[src/design/imc_pkg.sv]
package imc_pkg;

  // Controller modes.
  typedef enum logic [2:0] {
    MODE_BOOT    = 3'd0,
    MODE_INIT    = 3'd1,
    MODE_IDLE    = 3'd2,
    MODE_RUNNING = 3'd3,
    MODE_RAIN    = 3'd4,
    MODE_FAULT   = 3'd5,
    MODE_ESTOP   = 3'd6
  } mode_t;

  // Event codes; codes above emergency clear are unused and rejected.
  typedef enum logic [3:0] {
    EV_BOOT_DONE   = 4'd0,
    EV_INIT_DONE   = 4'd1,
    EV_START       = 4'd2,
    EV_STOP        = 4'd3,
    EV_RAIN_SET    = 4'd4,
    EV_RAIN_CLEAR  = 4'd5,
    EV_FAULT       = 4'd6,
    EV_FAULT_CLEAR = 4'd7,
    EV_ESTOP       = 4'd8,
    EV_ESTOP_CLEAR = 4'd9
  } event_t;

  // Zone value that means no zone is active.
  localparam logic signed [7:0] NO_ZONE = -8'sd1;

  // Controller status kept between items.
  typedef struct packed {
    mode_t             mode;
    logic              valve;
    logic signed [7:0] zone;
    logic              estop;
  } status_t;

endpackage

[src/design/imc_step.sv]
module imc_step
  import imc_pkg::*;
(
  input  status_t     cur,
  input  logic [3:0]  operation,
  input  logic [6:0]  zone_number,
  output status_t     nxt,
  output logic        accepted
);

  event_t ev;

  assign ev = event_t'(operation);

  // One guarded update of the status for the current event.
  always_comb begin
    nxt      = cur;
    accepted = 1'b0;
    if (!cur.estop || ev == EV_ESTOP_CLEAR) begin
      unique case (ev)
        EV_BOOT_DONE: begin
          if (cur.mode == MODE_BOOT) begin
            nxt.mode = MODE_INIT;
            accepted = 1'b1;
          end
        end
        EV_INIT_DONE: begin
          if (cur.mode == MODE_INIT) begin
            nxt.mode = MODE_IDLE;
            accepted = 1'b1;
          end
        end
        EV_START: begin
          if (cur.mode == MODE_IDLE || cur.mode == MODE_RUNNING) begin
            nxt.mode  = MODE_RUNNING;
            nxt.valve = 1'b1;
            nxt.zone  = signed'({1'b0, zone_number});
            accepted  = 1'b1;
          end
        end
        EV_STOP: begin
          if (cur.mode == MODE_RUNNING) begin
            nxt.mode  = MODE_IDLE;
            nxt.valve = 1'b0;
            nxt.zone  = NO_ZONE;
            accepted  = 1'b1;
          end
        end
        EV_RAIN_SET: begin
          if (cur.mode == MODE_IDLE || cur.mode == MODE_RUNNING) begin
            nxt.mode  = MODE_RAIN;
            nxt.valve = 1'b0;
            nxt.zone  = NO_ZONE;
            accepted  = 1'b1;
          end
        end
        EV_RAIN_CLEAR: begin
          if (cur.mode == MODE_RAIN) begin
            nxt.mode = MODE_IDLE;
            accepted = 1'b1;
          end
        end
        EV_FAULT: begin
          nxt.mode  = MODE_FAULT;
          nxt.valve = 1'b0;
          nxt.zone  = NO_ZONE;
          accepted  = 1'b1;
        end
        EV_FAULT_CLEAR: begin
          if (cur.mode == MODE_FAULT) begin
            nxt.mode = MODE_IDLE;
            accepted = 1'b1;
          end
        end
        EV_ESTOP: begin
          nxt.mode  = MODE_ESTOP;
          nxt.valve = 1'b0;
          nxt.zone  = NO_ZONE;
          nxt.estop = 1'b1;
          accepted  = 1'b1;
        end
        EV_ESTOP_CLEAR: begin
          if (cur.mode == MODE_ESTOP) begin
            nxt.mode  = MODE_IDLE;
            nxt.estop = 1'b0;
            accepted  = 1'b1;
          end
        end
        default: begin
          accepted = 1'b0;
        end
      endcase
    end
  end

endmodule

[src/design/irrigation_mode_controller.sv]
// Irrigation mode controller.
//
// The event channel (event_valid, event_ready, operation, zone_number) takes
// one event item per cycle unless stalled. Each event yields exactly one
// result item on the result channel (result_valid, result_ready, accepted,
// mode, master_valve, running_zone, estop_latched): the accepted flag and
// the status after the event. A rejected event leaves the status unchanged.
//
// An item passes an input register and then a result register, so its
// result is registered; a stalled receiver can hold it in either register.
// The status update is one pass of the event decoder in imc_step, so one
// item per cycle is sustained while the receiver takes results.
//
// When the receiver stalls, the result register holds and the input
// register can still take one more item; after that event_ready drops
// until the result is taken.
//
// Reset (rst, synchronous) empties both registers and sets boot mode,
// valve closed, no running zone and the emergency latch clear.
module irrigation_mode_controller
  import imc_pkg::*;
(
  input  logic              clk,
  input  logic              rst,
  input  logic              event_valid,
  output logic              event_ready,
  input  logic [3:0]        operation,
  input  logic [6:0]        zone_number,
  output logic              result_valid,
  input  logic              result_ready,
  output logic              accepted,
  output logic [2:0]        mode,
  output logic              master_valve,
  output logic signed [7:0] running_zone,
  output logic              estop_latched
);

  // Input register.
  logic       in_full;
  logic [3:0] op_q;
  logic [6:0] zone_q;

  // Controller status and result register.
  status_t status;
  status_t status_next;
  status_t res_status;
  logic    res_accepted;
  logic    step_accepted;
  logic    advance;

  // The held item moves on when the result register is free or being taken.
  assign advance     = in_full && (!result_valid || result_ready);
  assign event_ready = !in_full || advance;

  imc_step u_step (
    .cur         (status),
    .operation   (op_q),
    .zone_number (zone_q),
    .nxt         (status_next),
    .accepted    (step_accepted)
  );

  // Input register control.
  always_ff @(posedge clk) begin
    if (rst) begin
      in_full <= 1'b0;
    end else if (event_ready) begin
      in_full <= event_valid;
    end
  end

  // Input register payload.
  always_ff @(posedge clk) begin
    if (event_valid && event_ready) begin
      op_q   <= operation;
      zone_q <= zone_number;
    end
  end

  // Status update, one event per advance.
  always_ff @(posedge clk) begin
    if (rst) begin
      status.mode  <= MODE_BOOT;
      status.valve <= 1'b0;
      status.zone  <= NO_ZONE;
      status.estop <= 1'b0;
    end else if (advance) begin
      status <= status_next;
    end
  end

  // Result register control.
  always_ff @(posedge clk) begin
    if (rst) begin
      result_valid <= 1'b0;
    end else if (advance) begin
      result_valid <= 1'b1;
    end else if (result_ready) begin
      result_valid <= 1'b0;
    end
  end

  // Result register payload.
  always_ff @(posedge clk) begin
    if (advance) begin
      res_status   <= status_next;
      res_accepted <= step_accepted;
    end
  end

  assign accepted      = res_accepted;
  assign mode          = res_status.mode;
  assign master_valve  = res_status.valve;
  assign running_zone  = res_status.zone;
  assign estop_latched = res_status.estop;

  // The emergency latch is only ever set together with emergency-stop mode.
  a_estop_mode: assert property (@(posedge clk) disable iff (rst)
    status.estop |-> status.mode == MODE_ESTOP)
    else $error("emergency latch set outside emergency-stop mode");

  // The master valve is open exactly while a zone runs.
  a_valve_running: assert property (@(posedge clk) disable iff (rst)
    status.valve == (status.mode == MODE_RUNNING))
    else $error("master valve disagrees with running mode");

  // A zone is active exactly while the valve is open.
  a_zone_valve: assert property (@(posedge clk) disable iff (rst)
    (status.zone != NO_ZONE) == status.valve)
    else $error("active zone disagrees with master valve");

  // A rejected event leaves the status untouched.
  a_reject_hold: assert property (@(posedge clk) disable iff (rst)
    advance && !step_accepted |=> $stable(status))
    else $error("rejected event changed the status");

endmodule

[config.mk]
export PLATFORM = sky130hd
export DESIGN_NAME = irrigation_mode_controller
export DESIGN_NICKNAME = d
export VERILOG_FILES = /design/src/design/imc_pkg.sv /design/src/design/imc_step.sv /design/src/design/irrigation_mode_controller.sv
export SDC_FILE = /design/constraint.sdc
export NUM_CORES = 1
export LEC_CHECK = 0
export BUFFER_PORTS_ARGS = -buffer_cell sky130_fd_sc_hd__buf_4
export CAP_MARGIN = 20
export CORE_ASPECT_RATIO = 0.75
export CORE_UTILIZATION = 30
export CTS_CLUSTER_SIZE = 25
export DETAILED_ROUTE_END_ITERATION = 16
export GPL_TIMING_DRIVEN = 0
export SETUP_SLACK_MARGIN = 0.05
export SYNTH_ARGS = -nofsm -noshare
export SYNTH_HDL_FRONTEND = slang
export SYNTH_SLANG_ARGS = --single-unit
[constraint.sdc]
create_clock -name clk -period 2.4 [get_ports clk]
set_input_delay 0.12 -clock clk [delete_from_list [all_inputs] [get_ports clk]]
set_output_delay 0.12 -clock clk [all_outputs]
set_load 0.02 [all_outputs]
==> results of run 1 <==
==> sequential cells by signal (all words and copies together), names as in the netlist <==
signal         flops
running_zone       8
zone_q             7
accepted           1
op_q               4
mode               3
result_valid       1
estop_latched      1
status            13
in_full            1
master_valve       1
==> routing by layer <==
metal  wire length (µm)  track usage
met3                311      0.05313
met5                  0            0
met4                 47      0.03814
met2               1918       0.1899
met1               2380       0.2155
==> cell type report <==
class / instances / area [µm²]
fill: 639 / 3820
multi-input combinational: 130 / 862.1
tap: 81 / 101.3
inverter: 3 / 15.01
sequential: 40 / 1051
clock buffer: 5 / 68.82
timing repair inverter: 1 / 5.005
timing repair buffer: 41 / 335.3
clock inverter: 3 / 46.29
buffer: 15 / 76.32
==> worst max-delay path by stage <==
| stage | to | slack, ns | cells past startpoint |
|---|---|---|---|
| finish | running_zone[6]$_DFFE_PP_ | 0.40 | 7 |
| global route | master_valve$_DFFE_PP_ | 0.27 | 5 |
| CTS | status[1]$_SDFFE_PP1P_ | 0.20 | 6 |
| detailed placement | status[2]$_SDFFE_PP1P_ | 0.24 | 6 |
| global placement | status[4]$_SDFFE_PP1P_ | 0.26 | 6 |
| floorplan | status[1]$_SDFFE_PP1P_ | 0.53 | 6 |
==> cells by family after synthesis <==
logic type      count (synthesis)  synth area share
simple gates                   68            0.1915
flops                          40            0.5257
buf+inv                        18           0.04317
compound gates                 60            0.2297
mux                             2           0.01001
==> per-stage QoR <==
| stage | cells | hold WS (ns) | utilization | instance area, µm² | total power (µW) |
|---|---|---|---|---|---|
| after floorplan | 188 | 0.2189 | - | 1999 | 895.2 |
| after global placement | 299 | 0.2987 | 0.3645 | 2326 | 954.6 |
| after detailed placement | 299 | 0.2994 | 0.3645 | 2326 | 957.0 |
| after CTS | 318 | 0.02154 | 0.3998 | 2551 | 1531 |
| after global routing | 319 | 0.03032 | 0.4014 | 2561 | 1589 |
| final | 319 | 0.02359 | 0.4014 | 2561 | 1526 |
==> layout by cell type (no fill, tap or decap), types with 6 or more instances in the layout <==
cell type / instances
a21oi_1: 12
dfxtp_1: 15
clkbuf_1: 6
o21ai_0: 7
nor3_1: 7
o22a_1: 15
nand2b_1: 6
dlygate4sd3_1: 11
nor2_1: 14
nand2_1: 12
buf_4: 32
edfxtp_1: 25
==> power by group <==
group	switching [µW]	internal, µW
Combinational	111	81.8
Clock	254	313
Sequential	12.4	754
==> critical path, delay by kind of cell, from the launching register on <==
kind	cells	cell delay, ns
AOI/OAI and AO/OA	1	0.19
buffers and inverters	2	0.31
DFF	1	0.40
and+or+nand+nor	4	0.85
==> what timing repair did <==
item                                   in CTS  in global routing
gates resized for setup                     0                  2
setup endpoints to repair                   0                  7
hold buffers                               11                  0
endpoints found under the hold margin      11                  0
==> results.ini, run 1 <==
[finish]
area_growth_pct=28.10
final_net_count=252
insertedDiodeCount=0
drive_above_1_share=0.2353

[floorplan]
dieWidth_um=96.27
core.rowCount=25
die-area_um2=6998
io_pins=31
core_um2=6381
initial_core_util=0.3133
die_h_um=72.70

[yosys]
ys_seq_area_frac=0.5257
synth_area_leaders=edfxtp_1 (38%), dfxtp_1 (15%), o22a_1 (6.6%)
netlist_instances=188
ys_seq_elements=40
synth_top_area_frac=0.3755
syn_area_um2=1999
yosys_most_used_dff=edfxtp_1
avgSynthCellArea_um2=10.64
synth-edff-count=25
yosysMostFrequentCell=edfxtp_1
synth_warnings=0
synthTopCellsByCount=edfxtp_1 (25), dfxtp_1 (15), o22a_1 (15)
synth-async-reset-ratio=0
ys_types=52
synth_top_cell_by_area=edfxtp_1
synth_nets=203

[clocking]
cts.clk_slew.worst_paths_ns=0.08
cts_buffers=5
cts_tree=done
cts_setup_buffers=0
cts.sink_count=40
root_buffer=clkbuf_8
cts_buffer_depth=2
clk_latency_ns=0.30
htree_levels=2

[setup_path]
cp.required_ns=2.45
r2r-end=running_zone[6]$_DFFE_PP_
r2r-start=op_q[2]$_DFFE_PP_
cp_slowest_cell=or3b_4
reg2reg_depth=7
cp_max_fo=10
startpoint=op_q[2]$_DFFE_PP_
critical_path_arrival_ns=2.06
path_cells=buf_2 -> or3b_4 -> nor2_4 -> nand3_2 -> and3_1 -> buf_6 -> o22a_1
crit_path_end_kind=flop
r2r_slack_ns=0.40
critical-path-max-stage-delay_ns=0.43
path_class=flop to flop
start_kind=flop

[placement]
numPortBuffers=30
dpl_worst_slack_ns=0.2430
place_congestion=0.8615
dp_hpwl_mm=3.213

[global_route]
antenna_found_initial=0
grt_pass1_vias=1504
grt_first_pass_wirelength_mm=7.493
grt_usage=0.1436
grt_max_degree=21
grt_overflow=0

[timing]
setup_tns_ns=0
rsz0062_at_grt=false
post-route-period-util=0.8346
fmax_ghz=0.4993
setup_slack_ns=0.3970
finalSetupViolations=0
worst_slew_pin_slew_ns=0.5823
slew_headroom=0.6068
slew_violations=0
clock_skew_ns=0.007566
finalHoldViolCount=0
period_needed_ns=2.003

[power_and_ir_drop]
power.density_nw_per_um2=595.9
vdd_drop_max_mv=0.3051
p_leak_uw=0.0008540

[detailed_routing]
drc=0
wl_per_cell_um=14.60
first_pass_iters=4
ant_nets=0
vias=1635
via_per_inst=5.125
wl_mm=4.657
drtIter0Drc=204

[min_path]
holdCritPathClass=primary input to flop
min_path_cells=3
hold_start=event_valid
holdPathEnd=in_full$_SDFFE_PP0N_

[status]
outcome=finished, final reports clean

[job]
drv_cap=0

Power figures use the tool's default switching activity.
==> run 2, diff against run 1 <==
- clock period: 2.4 -> 1.8 ns (I/O delays scaled with it)
==> run 2 against run 1 <==
Compared with the run above:
- the flow now finishes with violations (negative setup slack)
- critical path depth decreased by 1
- sequential power increased by 33%
- die area unchanged
- power increased by 37%
- first-iteration DRC count decreased by 24%
- core utilization increased by 3.8 points
- worst hold slack got worse by 0.018 ns
- clock skew increased by 0.0038 ns
- flip-flop and latch count unchanged
- routed wire length increased by 10%
- critical endpoint is now running_zone[0]$_DFFE_PP_
- largest power group unchanged
==> results.ini, run 2 (synthesis gave the netlist of run 1 again) <==
[finish]
final_net_count=264
regMostFlops=status
largest_reg_flops=13
layout_commonest_cell=buf_4
multi_input_area_um2=962.2
drive_above_1_share=0.3600
layout_common_cells=buf_4 (41), edfxtp_1 (25), o22a_1 (15)
area_growth_pct=40.24
regArea_um2=1052
fin_cells=331
fill_cells=619
insertedDiodeCount=0

[power_and_ir_drop]
p_leak_uw=0.0009624
power_frac_clock=0.357
power_switching_uw=517.5
vdd_drop_max_mv=0.4470
p_sw_frac=0.2477
power.density_nw_per_um2=745.2
intPower_uw=1572
comb_power_share=0.154
power_uw=2090
power_frac_seq=0.489

[clocking]
cts.clk_slew.worst_paths_ns=0.08
clk_latency_ns=0.30
cts_buffer_depth=2
root_buffer=clkbuf_8
cts_tree=done
cts.sink_count=40
htree_levels=2
cts_buffers=5

[placement]
numPortBuffers=30
placed_cells=299
dp_hpwl_mm=3.275
place_congestion=0.8263

[global_route]
grt_max_degree=15
antenna_found_initial=0
grt_pass1_vias=1588
grt_usage=0.1531
grt_overflow=0
grt_first_pass_wirelength_mm=8.017

[detailed_routing]
via_per_inst=5.347
ant_nets=0
first_pass_iters=4
wl_per_cell_um=15.49
vias=1770
wl_mm=5.128
drtIter0Drc=156
drc=0

[floorplan]
initial_core_util=0.3133
io_pins=31
dieWidth_um=96.27
die_h_um=72.70
core_um2=6381
die-area_um2=6998
core.rowCount=25

[setup_path]
start_kind=flop
critical_path_arrival_ns=2.04
r2r_slack_ns=-0.08
path_class=flop to flop
crit_path_end_kind=flop
cp.required_ns=1.96
cp_max_fo=7

[timing]
slew_headroom=0.5389
finalSetupViolations=19
slew_violations=0
finalHoldViolCount=0
clock_skew_ns=0.01134
holdWs_ns=0.005180
post-route-period-util=1.043
period_needed_ns=1.877
fmax_ghz=0.5326
rsz0062_at_grt=true
setup_tns_ns=-0.9138
setup_slack_ns=-0.07741
worst_slew_pin_slew_ns=0.6916

[status]
outcome=finished, violations left
violations=negative setup slack

[job]
drv_cap=0

[min_path]
holdCritPathClass=primary input to flop

[run 2: cell count changes in the layout (fill, tap and decap cells not counted), sizes merged]
cell      delta
inv          -1
clkbuf       -1
clkinvlp     +1
buf         +13
[run 2: worst paths after layout]
path | startpoint | end | cells past startpoint
setup / recovery | op_q[2]$_DFFE_PP_ | running_zone[0]$_DFFE_PP_ | 6
hold / removal | event_valid | in_full$_SDFFE_PP0N_ | 3
setup reg to reg | op_q[2]$_DFFE_PP_ | running_zone[0]$_DFFE_PP_ | 6
hold reg to reg | status[2]$_SDFFE_PP1P_ | status[2]$_SDFFE_PP1P_ | 1
[run 2: metal layers]
metal	share of wire	track usage
met4	0.016	0.04975
met5	0	0
met3	0.080	0.04167
met1	0.48	0.2306
met2	0.43	0.2088
[run 2: timing repair]
action / in CTS / in global routing
endpoints found under the setup margin: 21 / 34
hold buffers: 11 / 0
resized for setup: 10 / 29
pin swaps: 19 / 14
buffers inserted: 10 / 3
gates cloned: 1 / 0
endpoints found under the hold margin: 11 / 0
[run 2: worst max-delay path, stage by stage, from the launching register on]
cell      delay, ns
edfxtp_1       0.42
buf_6          0.15
or3b_4         0.42
buf_12         0.15
a31oi_4        0.17
and3_4         0.27
o22a_1         0.15
[run 2: layout make-up]
type,instances,area share
sequential,40,0.3753
tap,81,0.03614
multi-input combinational,130,0.3432
buffer,14,0.03079
timing repair buffer,54,0.1642
clock buffer,5,0.02454
clock inverter,3,0.01651
inverter,3,0.006693
timing repair inverter,1,0.002677
[run 2: power groups by stage]
stage / registers, µW / clock network (µW) / logic [µW]
5_1_grt: 1030 / 802 / 346
6_report: 1020 / 746 / 322
3_3_place_gp: 1040 / 0 / 237
2_1_floorplan: 1050 / 0 / 149
3_5_place_dp: 1040 / 0 / 239
4_1_cts: 1020 / 760 / 288
[run 2: metrics by stage]
stage | worst slack (ns) | util | cell area [µm²]
3_5_place_dp | -0.1973 | 0.3688 | 2354
3_3_place_gp | -0.1850 | 0.3688 | 2354
2_1_floorplan | -0.03868 | - | 2027
5_1_grt | -0.1484 | 0.4394 | 2804
4_1_cts | -0.08605 | 0.4224 | 2695
6_report | -0.07741 | 0.4394 | 2804
